===== config.mk =====
export PLATFORM = sky130hd
export DESIGN_NAME = half_precision_residual_add
export DESIGN_NICKNAME = d
export VERILOG_FILES = /design/src/hw/rtl/hpra_pkg.sv /design/src/hw/rtl/hpra_unpack.sv /design/src/hw/rtl/hpra_addsub.sv /design/src/hw/rtl/hpra_lzc.sv /design/src/hw/rtl/hpra_round.sv /design/src/hw/rtl/half_precision_residual_add.sv
export SDC_FILE = /design/constraint.sdc
export NUM_CORES = 1
export LEC_CHECK = 0
export BUFFER_PORTS_ARGS = -buffer_cell sky130_fd_sc_hd__buf_2
export CELL_PAD_IN_SITES_DETAIL_PLACEMENT = 1
export CELL_PAD_IN_SITES_GLOBAL_PLACEMENT = 2
export CORE_UTILIZATION = 41
export DETAILED_ROUTE_END_ITERATION = 10
export PLACE_DENSITY_LB_ADDON = 0.15
export SETUP_SLACK_MARGIN = 0.02
export SYNTH_ARGS = -nofsm -noshare
export SYNTH_HDL_FRONTEND = slang
export SYNTH_SLANG_ARGS = --single-unit

===== constraint.sdc =====
create_clock -name clk -period 8.3 [get_ports clk]
set_input_delay 1.245 -clock clk [delete_from_list [all_inputs] [get_ports clk]]
set_output_delay 1.245 -clock clk [all_outputs]
set_load 0.01 [all_outputs]

===== src/hw/rtl/hpra_pkg.sv =====
// shared types and constants for the half precision residual adder
// no dependencies
`default_nettype none
package hpra_pkg;
	localparam int HalfW = 16;
	localparam int MagW  = 41;
	localparam int LzW   = 6;
	localparam int SigW  = 11;
	localparam int ShW   = 5;

	localparam logic [HalfW-1:0] HALF_QNAN = 16'h7E00;
	localparam logic [HalfW-2:0] HALF_INF  = 15'h7C00;
	localparam logic [4:0]       HALF_EMAX = 5'h1F;

	typedef struct packed {
		logic nan;
		logic inf;
		logic inf_sign;
	} spec_t;

	typedef struct packed {
		logic            sign;
		logic [MagW-1:0] mag;
	} smag_t;
endpackage
`default_nettype wire


===== src/hw/rtl/hpra_unpack.sv =====
// stage 1: decode both halves, flag specials, place magnitudes in fixed point
// depends on hpra_pkg
`default_nettype none
module hpra_unpack (
	input  wire logic                     clk,
	input  wire logic                     arst_n,
	input  wire logic                     en,
	input  wire logic                     valid,
	input  wire logic [hpra_pkg::HalfW-1:0] operand_a,
	input  wire logic [hpra_pkg::HalfW-1:0] operand_b,
	output logic                          valid_s1,
	output hpra_pkg::smag_t               a_s1,
	output hpra_pkg::smag_t               b_s1,
	output hpra_pkg::spec_t               spec_s1
);
	import hpra_pkg::*;

	// fixed point with lsb worth 2^-24
	function automatic smag_t to_fixed(input logic [HalfW-1:0] h);
		logic [SigW-1:0] sig;
		logic [ShW-1:0]  sh;
		smag_t           r;
		sig = {h[14:10] != 5'd0, h[9:0]};
		sh  = (h[14:10] == 5'd0) ? 5'd0 : h[14:10] - 5'd1;
		r.sign = h[15];
		r.mag  = {{(MagW-SigW){1'b0}}, sig} << sh;
		return r;
	endfunction

	logic  a_nan, b_nan, a_inf, b_inf;
	spec_t spec;

	always_comb begin
		a_nan = (operand_a[14:10] == HALF_EMAX) && (operand_a[9:0] != 10'd0);
		b_nan = (operand_b[14:10] == HALF_EMAX) && (operand_b[9:0] != 10'd0);
		a_inf = (operand_a[14:10] == HALF_EMAX) && (operand_a[9:0] == 10'd0);
		b_inf = (operand_b[14:10] == HALF_EMAX) && (operand_b[9:0] == 10'd0);
		spec.nan = a_nan || b_nan || (a_inf && b_inf && (operand_a[15] != operand_b[15]));
		spec.inf = a_inf || b_inf;
		spec.inf_sign = a_inf ? operand_a[15] : operand_b[15];
	end

	always_ff @(posedge clk or negedge arst_n) begin
		if (!arst_n) begin
			valid_s1 <= 1'b0;
		end else if (en) begin
			valid_s1 <= valid;
		end
	end

	always_ff @(posedge clk) begin
		if (en) begin
			a_s1    <= to_fixed(operand_a);
			b_s1    <= to_fixed(operand_b);
			spec_s1 <= spec;
		end
	end
endmodule
`default_nettype wire


===== src/hw/rtl/hpra_addsub.sv =====
// stage 2: exact signed add of the two fixed point magnitudes
// depends on hpra_pkg
`default_nettype none
module hpra_addsub (
	input  wire logic         clk,
	input  wire logic         arst_n,
	input  wire logic         en,
	input  wire logic         valid_s1,
	input  hpra_pkg::smag_t   a_s1,
	input  hpra_pkg::smag_t   b_s1,
	input  hpra_pkg::spec_t   spec_s1,
	output logic              valid_s2,
	output hpra_pkg::smag_t   sum_s2,
	output hpra_pkg::spec_t   spec_s2
);
	import hpra_pkg::*;

	smag_t sum;

	// exact cancellation gives +0, -0 + -0 keeps its sign
	always_comb begin
		if (a_s1.sign == b_s1.sign) begin
			sum.mag  = a_s1.mag + b_s1.mag;
			sum.sign = a_s1.sign;
		end else if (a_s1.mag >= b_s1.mag) begin
			sum.mag  = a_s1.mag - b_s1.mag;
			sum.sign = a_s1.sign && (a_s1.mag != b_s1.mag);
		end else begin
			sum.mag  = b_s1.mag - a_s1.mag;
			sum.sign = b_s1.sign;
		end
	end

	always_ff @(posedge clk or negedge arst_n) begin
		if (!arst_n) begin
			valid_s2 <= 1'b0;
		end else if (en) begin
			valid_s2 <= valid_s1;
		end
	end

	always_ff @(posedge clk) begin
		if (en) begin
			sum_s2  <= sum;
			spec_s2 <= spec_s1;
		end
	end
endmodule
`default_nettype wire


===== src/hw/rtl/hpra_lzc.sv =====
// stage 3: leading zero count, stage 4: normalizing shift
// depends on hpra_pkg
`default_nettype none
module hpra_lzc (
	input  wire logic                    clk,
	input  wire logic                    arst_n,
	input  wire logic                    en,
	input  wire logic                    valid_s2,
	input  hpra_pkg::smag_t              sum_s2,
	input  hpra_pkg::spec_t              spec_s2,
	output logic                         valid_s4,
	output logic                         sign_s4,
	output logic                         zero_s4,
	output logic [hpra_pkg::LzW-1:0]     lz_s4,
	output logic [hpra_pkg::MagW-1:0]    norm_s4,
	output hpra_pkg::spec_t              spec_s4
);
	import hpra_pkg::*;

	logic [LzW-1:0] lz;
	logic           valid_s3;
	smag_t          sum_s3;
	spec_t          spec_s3;
	logic [LzW-1:0] lz_s3;

	always_comb begin
		lz = LzW'(MagW);
		for (int i = 0; i < MagW; i++) begin
			if (sum_s2.mag[i]) begin
				lz = LzW'(MagW - 1 - i);
			end
		end
	end

	always_ff @(posedge clk or negedge arst_n) begin
		if (!arst_n) begin
			valid_s3 <= 1'b0;
			valid_s4 <= 1'b0;
		end else if (en) begin
			valid_s3 <= valid_s2;
			valid_s4 <= valid_s3;
		end
	end

	always_ff @(posedge clk) begin
		if (en) begin
			sum_s3  <= sum_s2;
			spec_s3 <= spec_s2;
			lz_s3   <= lz;
			sign_s4 <= sum_s3.sign;
			zero_s4 <= (sum_s3.mag == '0);
			lz_s4   <= lz_s3;
			norm_s4 <= sum_s3.mag << lz_s3;
			spec_s4 <= spec_s3;
		end
	end
endmodule
`default_nettype wire


===== src/hw/rtl/hpra_round.sv =====
// stage 5: round to a 24 bit significand (nearest even), narrow to half by truncation
// depends on hpra_pkg
`default_nettype none
module hpra_round (
	input  wire logic                     clk,
	input  wire logic                     arst_n,
	input  wire logic                     en,
	input  wire logic                     valid_s4,
	input  wire logic                     sign_s4,
	input  wire logic                     zero_s4,
	input  wire logic [hpra_pkg::LzW-1:0]  lz_s4,
	input  wire logic [hpra_pkg::MagW-1:0] norm_s4,
	input  hpra_pkg::spec_t               spec_s4,
	output logic                          valid_s5,
	output logic [hpra_pkg::HalfW-1:0]    sum_s5
);
	import hpra_pkg::*;

	logic              up;
	logic [24:0]       sig;
	logic              carry;
	logic signed [6:0] he;
	logic [HalfW-1:0]  res;

	always_comb begin
		up    = norm_s4[16] && ((|norm_s4[15:0]) || norm_s4[17]);
		sig   = {1'b0, norm_s4[MagW-1:17]} + {24'd0, up};
		carry = sig[24];
		// leading one at bit 40 means a half exponent of 31
		he    = 7'sd31 - $signed({1'b0, lz_s4}) + $signed({6'd0, carry});
		if (spec_s4.nan) begin
			res = HALF_QNAN;
		end else if (spec_s4.inf) begin
			res = {spec_s4.inf_sign, HALF_INF};
		end else if (zero_s4 || he <= 7'sd0) begin
			res = {sign_s4, 15'd0};
		end else if (he >= 7'sd31) begin
			res = {sign_s4, HALF_INF};
		end else begin
			res = {sign_s4, he[4:0], carry ? 10'd0 : sig[22:13]};
		end
	end

	always_ff @(posedge clk or negedge arst_n) begin
		if (!arst_n) begin
			valid_s5 <= 1'b0;
		end else if (en) begin
			valid_s5 <= valid_s4;
		end
	end

	always_ff @(posedge clk) begin
		if (en) begin
			sum_s5 <= res;
		end
	end
endmodule
`default_nettype wire


===== src/hw/rtl/half_precision_residual_add.sv =====
// half precision add through an exact fixed point sum, five register stages
// throughput: one item per cycle while the pipeline is not held
// the whole pipeline holds while a finished item waits at the output
// reset (arst_n low, asynchronous) clears all valid bits; data registers are not reset
// depends on hpra_pkg and the hpra stage modules
`default_nettype none
module half_precision_residual_add (
	input  wire logic                       clk,
	input  wire logic                       arst_n,
	input  wire logic                       in_valid,
	output logic                            in_stall,
	input  wire logic [hpra_pkg::HalfW-1:0] operand_a,
	input  wire logic [hpra_pkg::HalfW-1:0] operand_b,
	output logic                            out_valid,
	input  wire logic                       out_stall,
	output logic [hpra_pkg::HalfW-1:0]      sum_bits
);
	import hpra_pkg::*;

	logic             en;
	logic             valid_s1, valid_s2, valid_s4, valid_s5;
	smag_t            a_s1, b_s1, sum_s2;
	spec_t            spec_s1, spec_s2, spec_s4;
	logic             sign_s4, zero_s4;
	logic [LzW-1:0]   lz_s4;
	logic [MagW-1:0]  norm_s4;
	logic [HalfW-1:0] sum_s5;

	assign en        = !(valid_s5 && out_stall);
	assign in_stall  = !en;
	assign out_valid = valid_s5;
	assign sum_bits  = sum_s5;

	hpra_unpack u_unpack (
		.clk, .arst_n, .en, .valid(in_valid), .operand_a, .operand_b,
		.valid_s1, .a_s1, .b_s1, .spec_s1
	);

	hpra_addsub u_addsub (
		.clk, .arst_n, .en, .valid_s1, .a_s1, .b_s1, .spec_s1,
		.valid_s2, .sum_s2, .spec_s2
	);

	hpra_lzc u_lzc (
		.clk, .arst_n, .en, .valid_s2, .sum_s2, .spec_s2,
		.valid_s4, .sign_s4, .zero_s4, .lz_s4, .norm_s4, .spec_s4
	);

	hpra_round u_round (
		.clk, .arst_n, .en, .valid_s4, .sign_s4, .zero_s4, .lz_s4, .norm_s4, .spec_s4,
		.valid_s5, .sum_s5
	);

	a_stall_only_when_full: assert property (@(posedge clk) disable iff (!arst_n)
		in_stall |-> out_valid)
		else $error("input stalled with empty output stage");

	a_only_quiet_nan: assert property (@(posedge clk) disable iff (!arst_n)
		(out_valid && sum_bits[14:10] == HALF_EMAX && sum_bits[9:0] != 10'd0)
		|-> sum_bits == HALF_QNAN)
		else $error("nan result is not the canonical quiet nan");

	a_no_subnormal: assert property (@(posedge clk) disable iff (!arst_n)
		(out_valid && sum_bits[14:10] == 5'd0) |-> sum_bits[9:0] == 10'd0)
		else $error("subnormal result produced");
endmodule
`default_nettype wire


After elaboration in Yosys (flattened, before gate mapping):

Index checks and enable logic that the tools add are counted.

* bits in registers: 256
* input port bits: 36
* logic and storage cells: 137

* add/subtract/negate cells: 8
* order comparisons: 3
* equal/unequal tests: 5
* shift-type cells: 3
* multiplexer cells: 49
* reductions and logical operators: 31

Operators by type and width (count)
* $mux W5: 18
* $mux W42: 2
* $shl A11 B5 Y41: 2
* $sub A41 B41 Y41: 2
* $mux W6: 8
* $add A41 B41 Y41: 1
* $ge A41 B41 Y1: 1
* $logic_not A41 Y1: 1
* $ne A41 B41 Y1: 1
* $shl A41 B6 Y41: 1
* $mux W4: 8
* $reduce_or A16 Y1: 2
* $reduce_or A32 Y1: 1
* $mux W15: 2
* $add A24 B1 Y25: 1
* $logic_not A10 Y1: 2
* $reduce_bool A10 Y1: 2
* $mux W16: 1
* $mux W3: 4
* $eq A5 B5 Y1 const B: 2
* $logic_not A5 Y1: 2
* $mux W10: 1
* $reduce_bool A5 Y1: 2
* $sub A5 B1 Y5 const B: 2
* 14 further kinds: 30

Logic depth before layout (Yosys ltp):

Gate-level depths: netlist (run 1).

* depth after elaboration: 40
* gate-level depth with buffers: 18
* gate-level depth less buffers: 17

Modules after synthesis:

Synthesis (run 1) repeated with hierarchy kept, for this count alone.

* cell total of the unflattened synthesis: 2228
* area total of the unflattened synthesis: 20589.7 um^2

By module, submodules not included
* hpra_addsub: times used 1, cells each 1109, area each 8231.6 um^2, seq. area each 1376.3 um^2
* hpra_lzc: times used 1, cells each 505, area each 6030.8 um^2, seq. area each 3143.0 um^2
* hpra_unpack: times used 1, cells each 506, area each 5188.7 um^2, seq. area each 2637.5 um^2
* hpra_round: times used 1, cells each 106, area each 1128.6 um^2, seq. area each 505.5 um^2
* half_precision_residual_add: times used 1, cells each 2, area each 10.0 um^2, seq. area each 0.0 um^2

Least setup slack after synthesis (run 1):

Ideal clock, no wire load.

* path type: input to output
* start: input port out_stall
* end: output port in_stall
* arrival time: 6.907 ns
* data required time: 7.055 ns
* path slack: 0.148 ns
* cell stages on the path: 2
* buffers on the path: 0
* path through: nand2_1 -> inv_1

* word-level cells in the longest chain between the ends: 1

RTL lines
* from (decl): line half_precision_residual_add.sv:15 `input wire logic out_stall,`
* $logic_and A1 B1 Y1: line half_precision_residual_add.sv:29 `assign en = !(valid_s5 && out_stall);`
* to (decl): line half_precision_residual_add.sv:11 `output logic in_stall,`

No other way between the ends.

Worst setup path in the final report (run 1):

* start: register u_lzc.norm_s4[24] (netlist bit)
* end: register u_round.sum_s5[1] (netlist bit), data pin

* word-level cells in the longest chain between the ends: 5

RTL lines
* from (decl): line hpra_lzc.sv:15 `output logic [hpra_pkg::MagW-1:0] norm_s4,`
* from (signal assigned): line hpra_lzc.sv:53 `norm_s4 <= sum_s3.mag << lz_s3;`
* $add A24 B1 Y25 *: line hpra_round.sv:27 `sig = {1'b0, norm_s4[MagW-1:17]} + {24'd0, up};`
* $add A7 B2 Y7: line hpra_round.sv:30 `he = 7'sd31 - $signed({1'b0, lz_s4}) + $signed({6'd0, carry});`
* $le A7 B1 Y1: line hpra_round.sv:35 `end else if (zero_s4 || he <= 7'sd0) begin`
* $logic_or A1 B1 Y1: line hpra_round.sv:35
* $reduce_or A5 Y1 (no line)
* to (signal assigned): line hpra_round.sv:54 `sum_s5 <= res;`
* to (decl): line hpra_round.sv:15 `output logic [hpra_pkg::HalfW-1:0] sum_s5`

Mark *: on every way between the ends. The rest lies on a longest branch, timed or not.
A chain may end at the register's enable or synchronous reset.

==> results of run 1 <==
-- how the worst max path moves through the flow --
stage / start / to / slack, ns / cells after the start
3_5_place_dp: u_lzc.norm_s4[24]$_SDFFCE_PP0N_ / u_round.sum_s5[0]$_SDFFCE_PP0N_ / 3.47 / 17
5_1_grt: u_lzc.norm_s4[24]$_SDFFCE_PP0N_ / u_round.sum_s5[1]$_SDFFCE_PP0N_ / 2.98 / 17
6_report: u_lzc.norm_s4[24]$_SDFFCE_PP0N_ / u_round.sum_s5[1]$_SDFFCE_PP0N_ / 3.56 / 17
4_1_cts: u_lzc.norm_s4[24]$_SDFFCE_PP0N_ / u_round.sum_s5[0]$_SDFFCE_PP0N_ / 3.47 / 17
3_3_place_gp: u_lzc.norm_s4[23]$_SDFFCE_PP0N_ / u_round.sum_s5[0]$_SDFFCE_PP0N_ / 3.75 / 17
2_1_floorplan: out_stall / in_stall / 0.15 / 2
-- flip-flops by register name (all words and copies together) (netlist names), 6 cells and up --
| register | cells |
|---|---|
| u_lzc.lz_s3 | 6 |
| u_addsub.sum_s2 | 42 |
| u_unpack.b_s1 | 42 |
| u_lzc.lz_s4 | 6 |
| u_lzc.norm_s4 | 25 |
| u_round.sum_s5 | 16 |
| u_unpack.a_s1 | 42 |
| u_lzc.sum_s3 | 42 |
-- cell type report --
class / instances / area, um2
clock buffers: 29 / 683
clock inverters: 18 / 121
fillers: 5316 / 25100
inverters: 147 / 552
multi-input cells: 1641 / 10900
flip-flops and latches: 240 / 7180
well taps: 600 / 751
repair buffers: 70 / 405
-- cells in the mapped netlist (4+ instances only) --
| library cell | instances | area (um2) |
|---|---|---|
| a31o_2 | 4 | 35.0 |
| edfxtp_1 | 235 | 7060 |
| buf_4 | 6 | 45.0 |
| a211o_1 | 5 | 43.8 |
| a2111oi_0 | 9 | 78.8 |
| a221oi_1 | 4 | 35.0 |
| nor2b_1 | 29 | 181 |
| and2_1 | 16 | 100 |
| clkbuf_1 | 70 | 263 |
| a211oi_1 | 49 | 368 |
| and3_1 | 6 | 37.5 |
| nand3_1 | 32 | 160 |
| xnor2_1 | 34 | 298 |
| a21boi_0 | 5 | 37.5 |
| dfrtp_1 | 5 | 125 |
| or3_1 | 13 | 81.3 |
| nand4_1 | 32 | 200 |
| inv_1 | 145 | 544 |
| o211ai_1 | 16 | 120 |
| ha_1 | 127 | 1590 |
| nand2_1 | 180 | 676 |
| o31ai_1 | 22 | 165 |
| o21ai_1 | 6 | 30.0 |
| a21o_1 | 45 | 338 |
| nor2_1 | 253 | 950 |
| o22ai_1 | 27 | 169 |
| or2_2 | 13 | 81.3 |
| nor4_1 | 30 | 188 |
| buf_1 | 14 | 52.6 |
| buf_2 | 18 | 90.1 |
| a311oi_1 | 5 | 43.8 |
| nand2b_1 | 22 | 138 |
| nor3_1 | 48 | 240 |
| o21bai_1 | 37 | 278 |
| a21oi_1 | 204 | 1020 |
| a31oi_1 | 20 | 125 |
| mux2_2 | 26 | 293 |
| mux2i_1 | 91 | 911 |
| o21a_1 | 14 | 105 |
| o21ai_0 | 107 | 536 |
| xor2_1 | 25 | 219 |
| mux4_2 | 13 | 293 |
| or4_1 | 11 | 82.6 |
-- through the flow --
step / cells / hold slack, ns / power (mW) / setup WS [ns]
after floorplan: 2138 / 0.400 / 5.73 / 0.148
after global placement: 2698 / 0.401 / 7.03 / 3.75
after detailed placement: 2698 / 0.409 / 7.12 / 3.47
after CTS: 2745 / 0.423 / 8.27 / 3.47
after global routing: 2745 / 0.426 / 8.84 / 2.98
final: 2745 / 0.421 / 8.30 / 3.56
-- layer usage --
metal / share of wire [%] / vias up / global-route usage (%)
li1: - / 7781 / -
met1: 42 / 8128 / 33.6
met5: 0 / - / 0
met4: 4.2 / 0 / 11.1
met3: 4.2 / 111 / 2.47
met2: 49 / 408 / 47.4
-- power by group through the flow --
stage	Combinational, mW	Clock [mW]	Sequential (mW)
2_1_floorplan	3.31	0	2.42
3_3_place_gp	4.56	0	2.47
3_5_place_dp	4.61	0	2.51
4_1_cts	4.63	1.15	2.49
5_1_grt	5.09	1.19	2.55
6_report	4.69	1.13	2.48
-- worst register-to-register path, delay by kind of cell (launching register included) --
kind,cells,cell delay [ns]
AO/OA/AOI/OAI,2,0.49
XOR/XNOR,1,0.17
AND/OR/NAND/NOR,12,3.23
adder cells (fa/ha/maj),2,0.39
flip-flops,1,0.34
-- logic make-up (layout without fill, tap and decap cells) --
family / count (synthesis) / count (layout) / share of synthesized area (%)
compound gates: 617 / 617 / 20.4
xor+xnor: 59 / 59 / 2.71
fa+ha+maj: 130 / 130 / 8.64
buf+inv: 257 / 264 / 5.37
flops: 240 / 240 / 37.6
mux: 130 / 130 / 7.84
simple gates: 705 / 705 / 17.4
==> reports/results.ini, run 1 <==
[global_route]
global_route.usage.total_pct = 26.9
grt_start_max_net_pins = 186
first_global_vias = 16700
total_congestion_overflow_after_global_routing = 0
grt_pass1_wl_mm = 98.1
grt_antenna_before_repair = 0

[logic_synthesis]
synth.avg_cell_area_um2 = 8.93
synth_area_mm2 = 0.0191
synth_ff_type = edfxtp_1
netlist-cell-type-count = 86
yosys_register_bits = 240
seq_area_frac_synth_pct = 37.6
number_of_nets_produced_by_synthesis = 2304
synthesis.instances = 2138
yosysWarningCount = 0
async_flop_share_pct = 2.08
synth_edf_count = 235

[sta]
max_slew_margin_pct = 18.2
finalClockSkew_ns = 0.0104
grt_setup_unrepaired = false
timing.setup.tns_ns = 0
max_clock_freq_mhz = 211
period_share_pct = 57.1
setup_violations = 0
tightestPinTransition_ns = 1.22
hold_viol = 0
timing.final.crit_period_ns = 4.74
drv_slew = 0

[cts]
tritoncts.num_buffers = 27
cts_root_buffer = clkbuf_16
path_clk_slew_ns = 0.06
clock_insertion_delay_worst_skew_ns = 0.56
clk_sink_count = 240
clock_tree.buffer_depth = 3
cts_tree = done
cts.repair_timing.setup_buffer_count = 0
cts_htree_levels = 1
cts.hold.buffers_added = 0
cts.repair.resized = 0

[pwr]
power.net_switching_mw = 3.96
reg_power_share_pct = 29.9
cell_leakage_power_nw = 8.31
comb_power_share_pct = 56.5
swShare_pct = 47.7
clkPwrFrac_pct = 13.6
p_int_mw = 4.34
power.density_cell_area_mw_per_mm2 = 403
vdd_drop_max_v = 0.000200

[setup_path]
r2r_slack_ns = 3.56
critPathRequiredTime_ns = 8.71
timing.critical_path.buf_inv = 0
cpMaxStageDelayCell = nor4_1
critPathMaxStageDelay_ns = 0.65
critical_path.max_fanout = 7
crit_type = reg2reg
cell_breakdown_of_the_critical_path = nand4_1, nor4_1, and4_1, nand3_1, nor2_1, nand4_1, nor2_1, ha_1, ha_1, nand2_1, xor2_1, and3_1, a221oi_1, a21oi_1, or4_1, or2_2, nor2_1
cp_top_delay_family = simple AND/OR/NAND/NOR gates
end_kind = register
startpoint_type = register
critical_path.most_common_cell = nor2_1
reg2reg_depth = 17
r2r_end = u_round.sum_s5[1]$_SDFFCE_PP0N_
crit-reg2reg-launch = u_lzc.norm_s4[24]$_SDFFCE_PP0N_
critPathArrivalTime_ns = 5.15

[cells_and_area]
layout.cells.most_common = nor2_1
nNetsFinal = 2293
layout-drive-gt1-share_pct = 8.48
stdcell_area_mm2 = 0.0206
fin_util_pct = 45.1
antenna_diode_count = 0
layout-area-overhead-vs-synth_pct = 7.97
final_cell_mix = nor2_1 (253), edfxtp_1 (235), a21oi_1 (204), nand2_1 (179), inv_1 (145)

[hold_path]
worst_min_path_class = reg2reg
worst_hold_startpoint = u_lzc.spec_s3[0]$_DFFE_PN_
hold-path-cell-count = 0
hold_path_end = u_lzc.spec_s4[0]$_DFFE_PN_

[drt]
post_drt_wl_per_cell_um = 23.2
vias = 16400
routed_wl_mm = 63.7
first_iter_violations = 983
drt_pre_antenna_iters = 4
drt_drc_violations_left = 0
post_drt_via_cell_ratio = 5.98
postRouteAntennaNets = 0

[die]
design.portCount = 54
core_area_mm2 = 0.0457
design.die.area_mm2 = 0.0474
row_count = 78
die_h_um = 218
floorplan.initialDensity_pct = 41.8
horizontal_extent_of_the_die_um = 218

[placement]
detailed_place.area_mm2 = 0.0198
gp_congestion = 0.936
placement.io_buffers = 53
detailedPlacementHpwl_mm = 50.8

[flow_run]
max-cap-violations = 0

[outcome]
run_status = complete, no violations

Note: power is estimated with default switching activity, not from simulation.
==> run 2, diff against run 1 <==
CORE_UTILIZATION = 37   (was 41)
clock period = 4 ns   (was 8.3 ns; I/O delays follow)
==> run 2 against run 1 <==
Flip-flop and latch count unchanged. Sequential power rose by 110%. Die area rose by 11%. Global-route usage fell by 1.7 points. Clock skew grew 0.013 ns. Clock power grew 120%. First-iteration DRC count shrank 4.3%. Sequential share of layout area is 2.0 points lower. Critical path depth decreased by 4. Combinational power grew 130%. Fmax increased by 24%. Critical endpoint is now u_addsub.sum_s2[37]$_DFFE_PN_.
==> reports/results.ini, run 2 (synthesis gave the netlist of run 1 again) <==
[outcome]
run_status = complete, no violations

[setup_path]
startpoint_type = register
critical_path.max_fanout = 7
crit_type = reg2reg
critPathRequiredTime_ns = 4.32
end_kind = register
critPathArrivalTime_ns = 4.13
r2r_slack_ns = 0.19

[drt]
drt_drc_violations_left = 0
postRouteAntennaNets = 0
drt_pre_antenna_iters = 5
routed_wl_mm = 66.8
post_drt_wl_per_cell_um = 22.7
vias = 16800
first_iter_violations = 941
post_drt_via_cell_ratio = 5.71

[cells_and_area]
layout.cells.most_common = nor2_1
antenna_diode_count = 0
final_cell_mix = nor2_1 (248), edfxtp_1 (235), a21oi_1 (203), nand2_1 (179), inv_1 (145)
layout-drive-gt1-share_pct = 14.2
nNetsFinal = 2415
layout-area-overhead-vs-synth_pct = 14.4
fillerInstances = 5919
stdcell_area_mm2 = 0.0218

[pwr]
vdd_drop_max_v = 0.000352
design_power_total_mw = 18.2
power.density_cell_area_mw_per_mm2 = 834
cell_leakage_power_nw = 8.96

[placement]
placement.io_buffers = 53
detailed_place.area_mm2 = 0.0208
detailedPlacementHpwl_mm = 54.8
gp_congestion = 0.951

[global_route]
total_congestion_overflow_after_global_routing = 0
first_global_vias = 17500
grt_start_max_net_pins = 99
grt_util_met1_pct = 31.8
global_route.usage.met2_pct = 43.6
global_route.usage.total_pct = 25.1
grt_pass1_wl_mm = 103
grt.busiest_layer = met2
grt_antenna_before_repair = 1
grtUsageMet3_pct = 1.99

[cts]
clock_insertion_delay_worst_skew_ns = 0.59
clock_tree.buffer_depth = 3
clk_sink_count = 240
path_clk_slew_ns = 0.06
cts_htree_levels = 1
tritoncts.num_buffers = 27
cts_tree = done
cts_root_buffer = clkbuf_16

[hold_path]
worst_min_path_class = in2reg

[die]
row_count = 82
floorplan.initialDensity_pct = 37.8
horizontal_extent_of_the_die_um = 229
die_h_um = 229
core_area_mm2 = 0.0505
design.portCount = 54
design.die.area_mm2 = 0.0525

[sta]
finalClockSkew_ns = 0.0229
tightestPinTransition_ns = 0.999
hold_viol = 0
period_share_pct = 95.2
grt_setup_unrepaired = true
max_clock_freq_mhz = 263
drv_slew = 0
max_slew_margin_pct = 33.4
setup_violations = 0
timing.final.crit_period_ns = 3.81
fin_worst_hold_slack_ns = 0.237

[flow_run]
max-cap-violations = 0

==> run 2: worst paths after layout <==
| check | start | end | cells after the start |
|---|---|---|---|
| hold / removal | operand_b[15] | u_unpack.b_s1[41]$_DFFE_PN_ | 1 |
| setup / recovery | u_unpack.b_s1[21]$_DFFE_PN_ | u_addsub.sum_s2[37]$_DFFE_PN_ | 13 |
| max in group asynchronous | arst_n | u_lzc.valid_s3$_DFFE_PN0N_ | 2 |
| setup reg to reg | u_unpack.b_s1[21]$_DFFE_PN_ | u_addsub.sum_s2[37]$_DFFE_PN_ | 13 |
| min in group asynchronous | arst_n | u_round.valid_s5$_DFFE_PN0N_ | 2 |
| hold reg to reg | u_lzc.sum_s3[41]$_DFFE_PN_ | u_lzc.sign_s4$_DFFE_PN_ | 0 |
==> run 2: layer usage <==
layer	vias to the layer above	wire (um)
met1	8275	29000
met3	132	2260
met5	-	0
met2	368	32300
li1	8019	-
met4	0	3250
==> run 2: report_power, final <==
group / total [mW] / leakage [nW] / switching [mW] / internal, mW
Combinational: 10.6 / 6.03 / 6.53 / 4.02
Clock: 2.46 / 0.431 / 1.04 / 1.41
Sequential: 5.19 / 2.50 / 0.911 / 4.28
==> run 2: critical path, stage by stage, from the launching register on <==
cell and delay [ns]:
edfxtp_1 0.44, ha_1 0.52, nand4_1 0.28, nor4_1 0.40
buf_4 0.17, o311a_1 0.21, a211oi_1 0.07, buf_4 0.15
o21ai_0 0.25, a31o_2 0.25, a41oi_1 0.18, mux2_2 0.30
mux2i_1 0.20, xor2_1 0.10
==> run 2: layout make-up <==
type / count / area, um2 / share of cell area [%]
multi-input cells: 1642 / 11000 / 50.4
inverters: 147 / 552 / 2.53
repair buffers: 191 / 1370 / 6.26
clock inverters: 11 / 109 / 0.499
clock buffers: 39 / 771 / 3.53
flip-flops and latches: 240 / 7180 / 32.9
well taps: 672 / 841 / 3.85
==> run 2: repair_timing <==
action | CTS | global route
pin swaps | 4 | 13
endpoints found under the hold margin | 5 | 0
setup buffers | 0 | 5
hold buffers | 1 | 0
gates resized for setup | 3 | 13
cloned | 0 | 1
endpoints found under the setup margin | 7 | 15
==> run 2: metrics by stage <==
| step | std cells | setup WS [ns] | util, % | setup TNS (ns) |
|---|---|---|---|---|
| 6_report | 2942 | 0.192 | 43.3 | 0 |
| 2_1_floorplan | 2138 | 0.0312 | - | 0 |
| 3_3_place_gp | 2885 | 0.0199 | 41.3 | 0 |
| 3_5_place_dp | 2885 | -0.0862 | 41.3 | -0.441 |
| 5_1_grt | 2942 | -0.0105 | 43.3 | -0.0337 |
| 4_1_cts | 2936 | 0.0302 | 43.1 | 0 |
==> run 3, diff against run 2 <==
clock period = 3.2 ns   (was 4 ns; I/O delays follow)
==> run 3 against run 2 <==
The flow now finishes with violations (negative setup slack). Die area is the same. Utilization grew 11 points. Sequential power grew 25%. Sequential share of layout area shrank 6.7 points. Largest cell class unchanged. Flip-flop and latch count is the same. Total power grew 64%. Non-clock buffer count grew 426.
==> reports/results.ini, run 3 (synthesis gave the netlist of run 1 again) <==
[cts]
clock_insertion_delay_worst_skew_ns = 0.59
path_clk_slew_ns = 0.07
cts_tree = done
clock_tree.buffer_depth = 3
clk_sink_count = 240
cts_htree_levels = 1
tritoncts.num_buffers = 29
cts_root_buffer = clkbuf_16

[drt]
detail_route.wirelength.met1_mm = 32.9
highest_metal_layer_with_signal_wires = met4
first_iter_violations = 1041
vias = 18800
post_drt_via_cell_ratio = 5.58
met2RoutedLength_mm = 40.1
routed_wl_mm = 79.9
drt_pre_antenna_iters = 4
drt_drc_violations_left = 0
post_drt_wl_per_cell_um = 23.7
met3RoutedLength_mm = 2.77
postRouteAntennaNets = 0

[global_route]
grt_start_max_net_pins = 82
grt_antenna_before_repair = 0
grt_pass1_wl_mm = 120
global_route.usage.total_pct = 29.5
first_global_vias = 20100
total_congestion_overflow_after_global_routing = 0

[sta]
period_share_pct = 117
setup_violations = 55
timing.setup.tns_ns = -17.64
drv_slew = 0
tightestPinTransition_ns = 0.988
grt_setup_unrepaired = true
setup_slack_ns = -0.550
timing.final.crit_period_ns = 3.75
hold_viol = 0
max_clock_freq_mhz = 267
max_slew_margin_pct = 33.5
finalClockSkew_ns = 0.0249

[die]
die_h_um = 229
row_count = 82
core_area_mm2 = 0.0505
design.portCount = 54
floorplan.initialDensity_pct = 37.8
horizontal_extent_of_the_die_um = 229
design.die.area_mm2 = 0.0525

[pwr]
cell_leakage_power_nw = 11.5
vdd_drop_max_v = 0.000497
power.density_cell_area_mw_per_mm2 = 1090

[placement]
placement.io_buffers = 53
dp_worst_setup_slack_ns = -0.663
detailedPlacementHpwl_mm = 61.7
gp_congestion = 0.941

[setup_path]
startpoint_type = register
critPathArrivalTime_ns = 4.20
critPathRequiredTime_ns = 3.65
crit_type = reg2reg
end_kind = register
critPathMaxStageDelay_ns = 0.49
critical_path.max_fanout = 7
cell_breakdown_of_the_critical_path = nand4_1, nor4_4, and4_4, nand3_4, nor2_4, nand4_1, nor2_2, ha_4, ha_4, nand2_4, xor2_2, and3_4, a221oi_4, a21oi_2, or4_4, or2_4, nor2_4
cpMaxStageDelayCell = or4_4

[hold_path]
worst_min_path_class = in2reg

[outcome]
run_status = finished, violations left
failed_checks = negative setup slack

[cells_and_area]
antenna_diode_count = 0
nNetsFinal = 2842
final_cell_mix = buf_4 (489), nor2_1 (236), edfxtp_1 (235), a21oi_1 (169), nand2_1 (163)
layout-area-overhead-vs-synth_pct = 43.4
layout.cells.most_common = buf_4
layout-drive-gt1-share_pct = 36.6

[flow_run]
max-cap-violations = 0

-- run 3: changes by cell type in the layout (fill, tap and decap cells not counted), moves of 13 or more --
cell,change
nand2_1,-16
a21oi_2,+25
o21ai_1,+14
a211oi_1,-13
o21ai_0,-24
ha_4,+31
buf_4,+357
inv_1,-16
buf_6,+56
inv_2,+16
ha_1,-41
a21oi_1,-34
-- run 3: area by class of cell --
type / instances / area, um2
Sequential cell: 240 / 7180
Fill cell: 5712 / 23100
Clock inverter: 16 / 280
Clock buffer: 38 / 759
Timing Repair Buffer: 617 / 4910
Inverter: 147 / 552
Tap cell: 672 / 841
Multi-Input combinational cell: 1641 / 12800
-- run 3: timing repair --
action,CTS,global route
cloned,1,0
resized for setup,329,116
endpoints found under the hold margin,5,0
hold buffers,1,0
setup buffers,95,35
endpoints found under the setup margin,56,55
pin swaps,152,87
-- run 3: through the flow --
step / power (mW) / hold WS [ns] / utilization, % / cell area [um2] / std cells
floorplan: 14.8 / 0.184 / - / 19200 / 2138
CTS: 28.3 / 0.0828 / 52.7 / 26600 / 3343
global placement: 21.5 / 0.292 / 46.1 / 23300 / 3196
finish: 29.8 / 0.114 / 54.2 / 27400 / 3371
detailed placement: 21.9 / 0.302 / 46.1 / 23300 / 3196
global route: 31.3 / 0.101 / 54.2 / 27400 / 3371
-- run 3: worst max-delay path: cells and delay by family (launching register included) --
family / cells / cell delay [ns]
xor gates and xnor gates: 1 / 0.16
DFF: 1 / 0.32
AOI/OAI and AO/OA: 2 / 0.35
and+or+nand+nor: 12 / 2.46
adders and majority gates: 2 / 0.32
-- run 3: metal layers --
layer / GRT usage, % / up-vias
li1: - / 8890
met1: 36.0 / 9334
met2: 52.4 / 431
met3: 2.43 / 157
met4: 14.0 / 0
met5: 0 / -
-- run 3: power breakdown --
group	internal (mW)	switching [mW]	leakage, nW	total [mW]
Sequential	5.35	1.12	2.50	6.47
Clock	2.25	1.40	0.499	3.64
Combinational	8.90	10.8	8.55	19.7
-- run 3: path summary, 6_finish.rpt --
kind / start / end / slack, ns / cells after the start
max in group asynchronous: arst_n / u_addsub.valid_s2$_DFFE_PN0N_ / 2.83 / 2
hold / removal: operand_b[15] / u_unpack.b_s1[41]$_DFFE_PN_ / 0.11 / 1
setup reg to reg: u_lzc.norm_s4[20]$_SDFFCE_PP0N_ / u_round.sum_s5[1]$_SDFFCE_PP0N_ / -0.55 / 17
setup / recovery: u_lzc.norm_s4[20]$_SDFFCE_PP0N_ / u_round.sum_s5[1]$_SDFFCE_PP0N_ / -0.55 / 17
min in group asynchronous: arst_n / u_round.valid_s5$_DFFE_PN0N_ / 0.23 / 2
hold reg to reg: u_unpack.spec_s1[2]$_DFFE_PN_ / u_addsub.spec_s2[2]$_DFFE_PN_ / 0.42 / 0
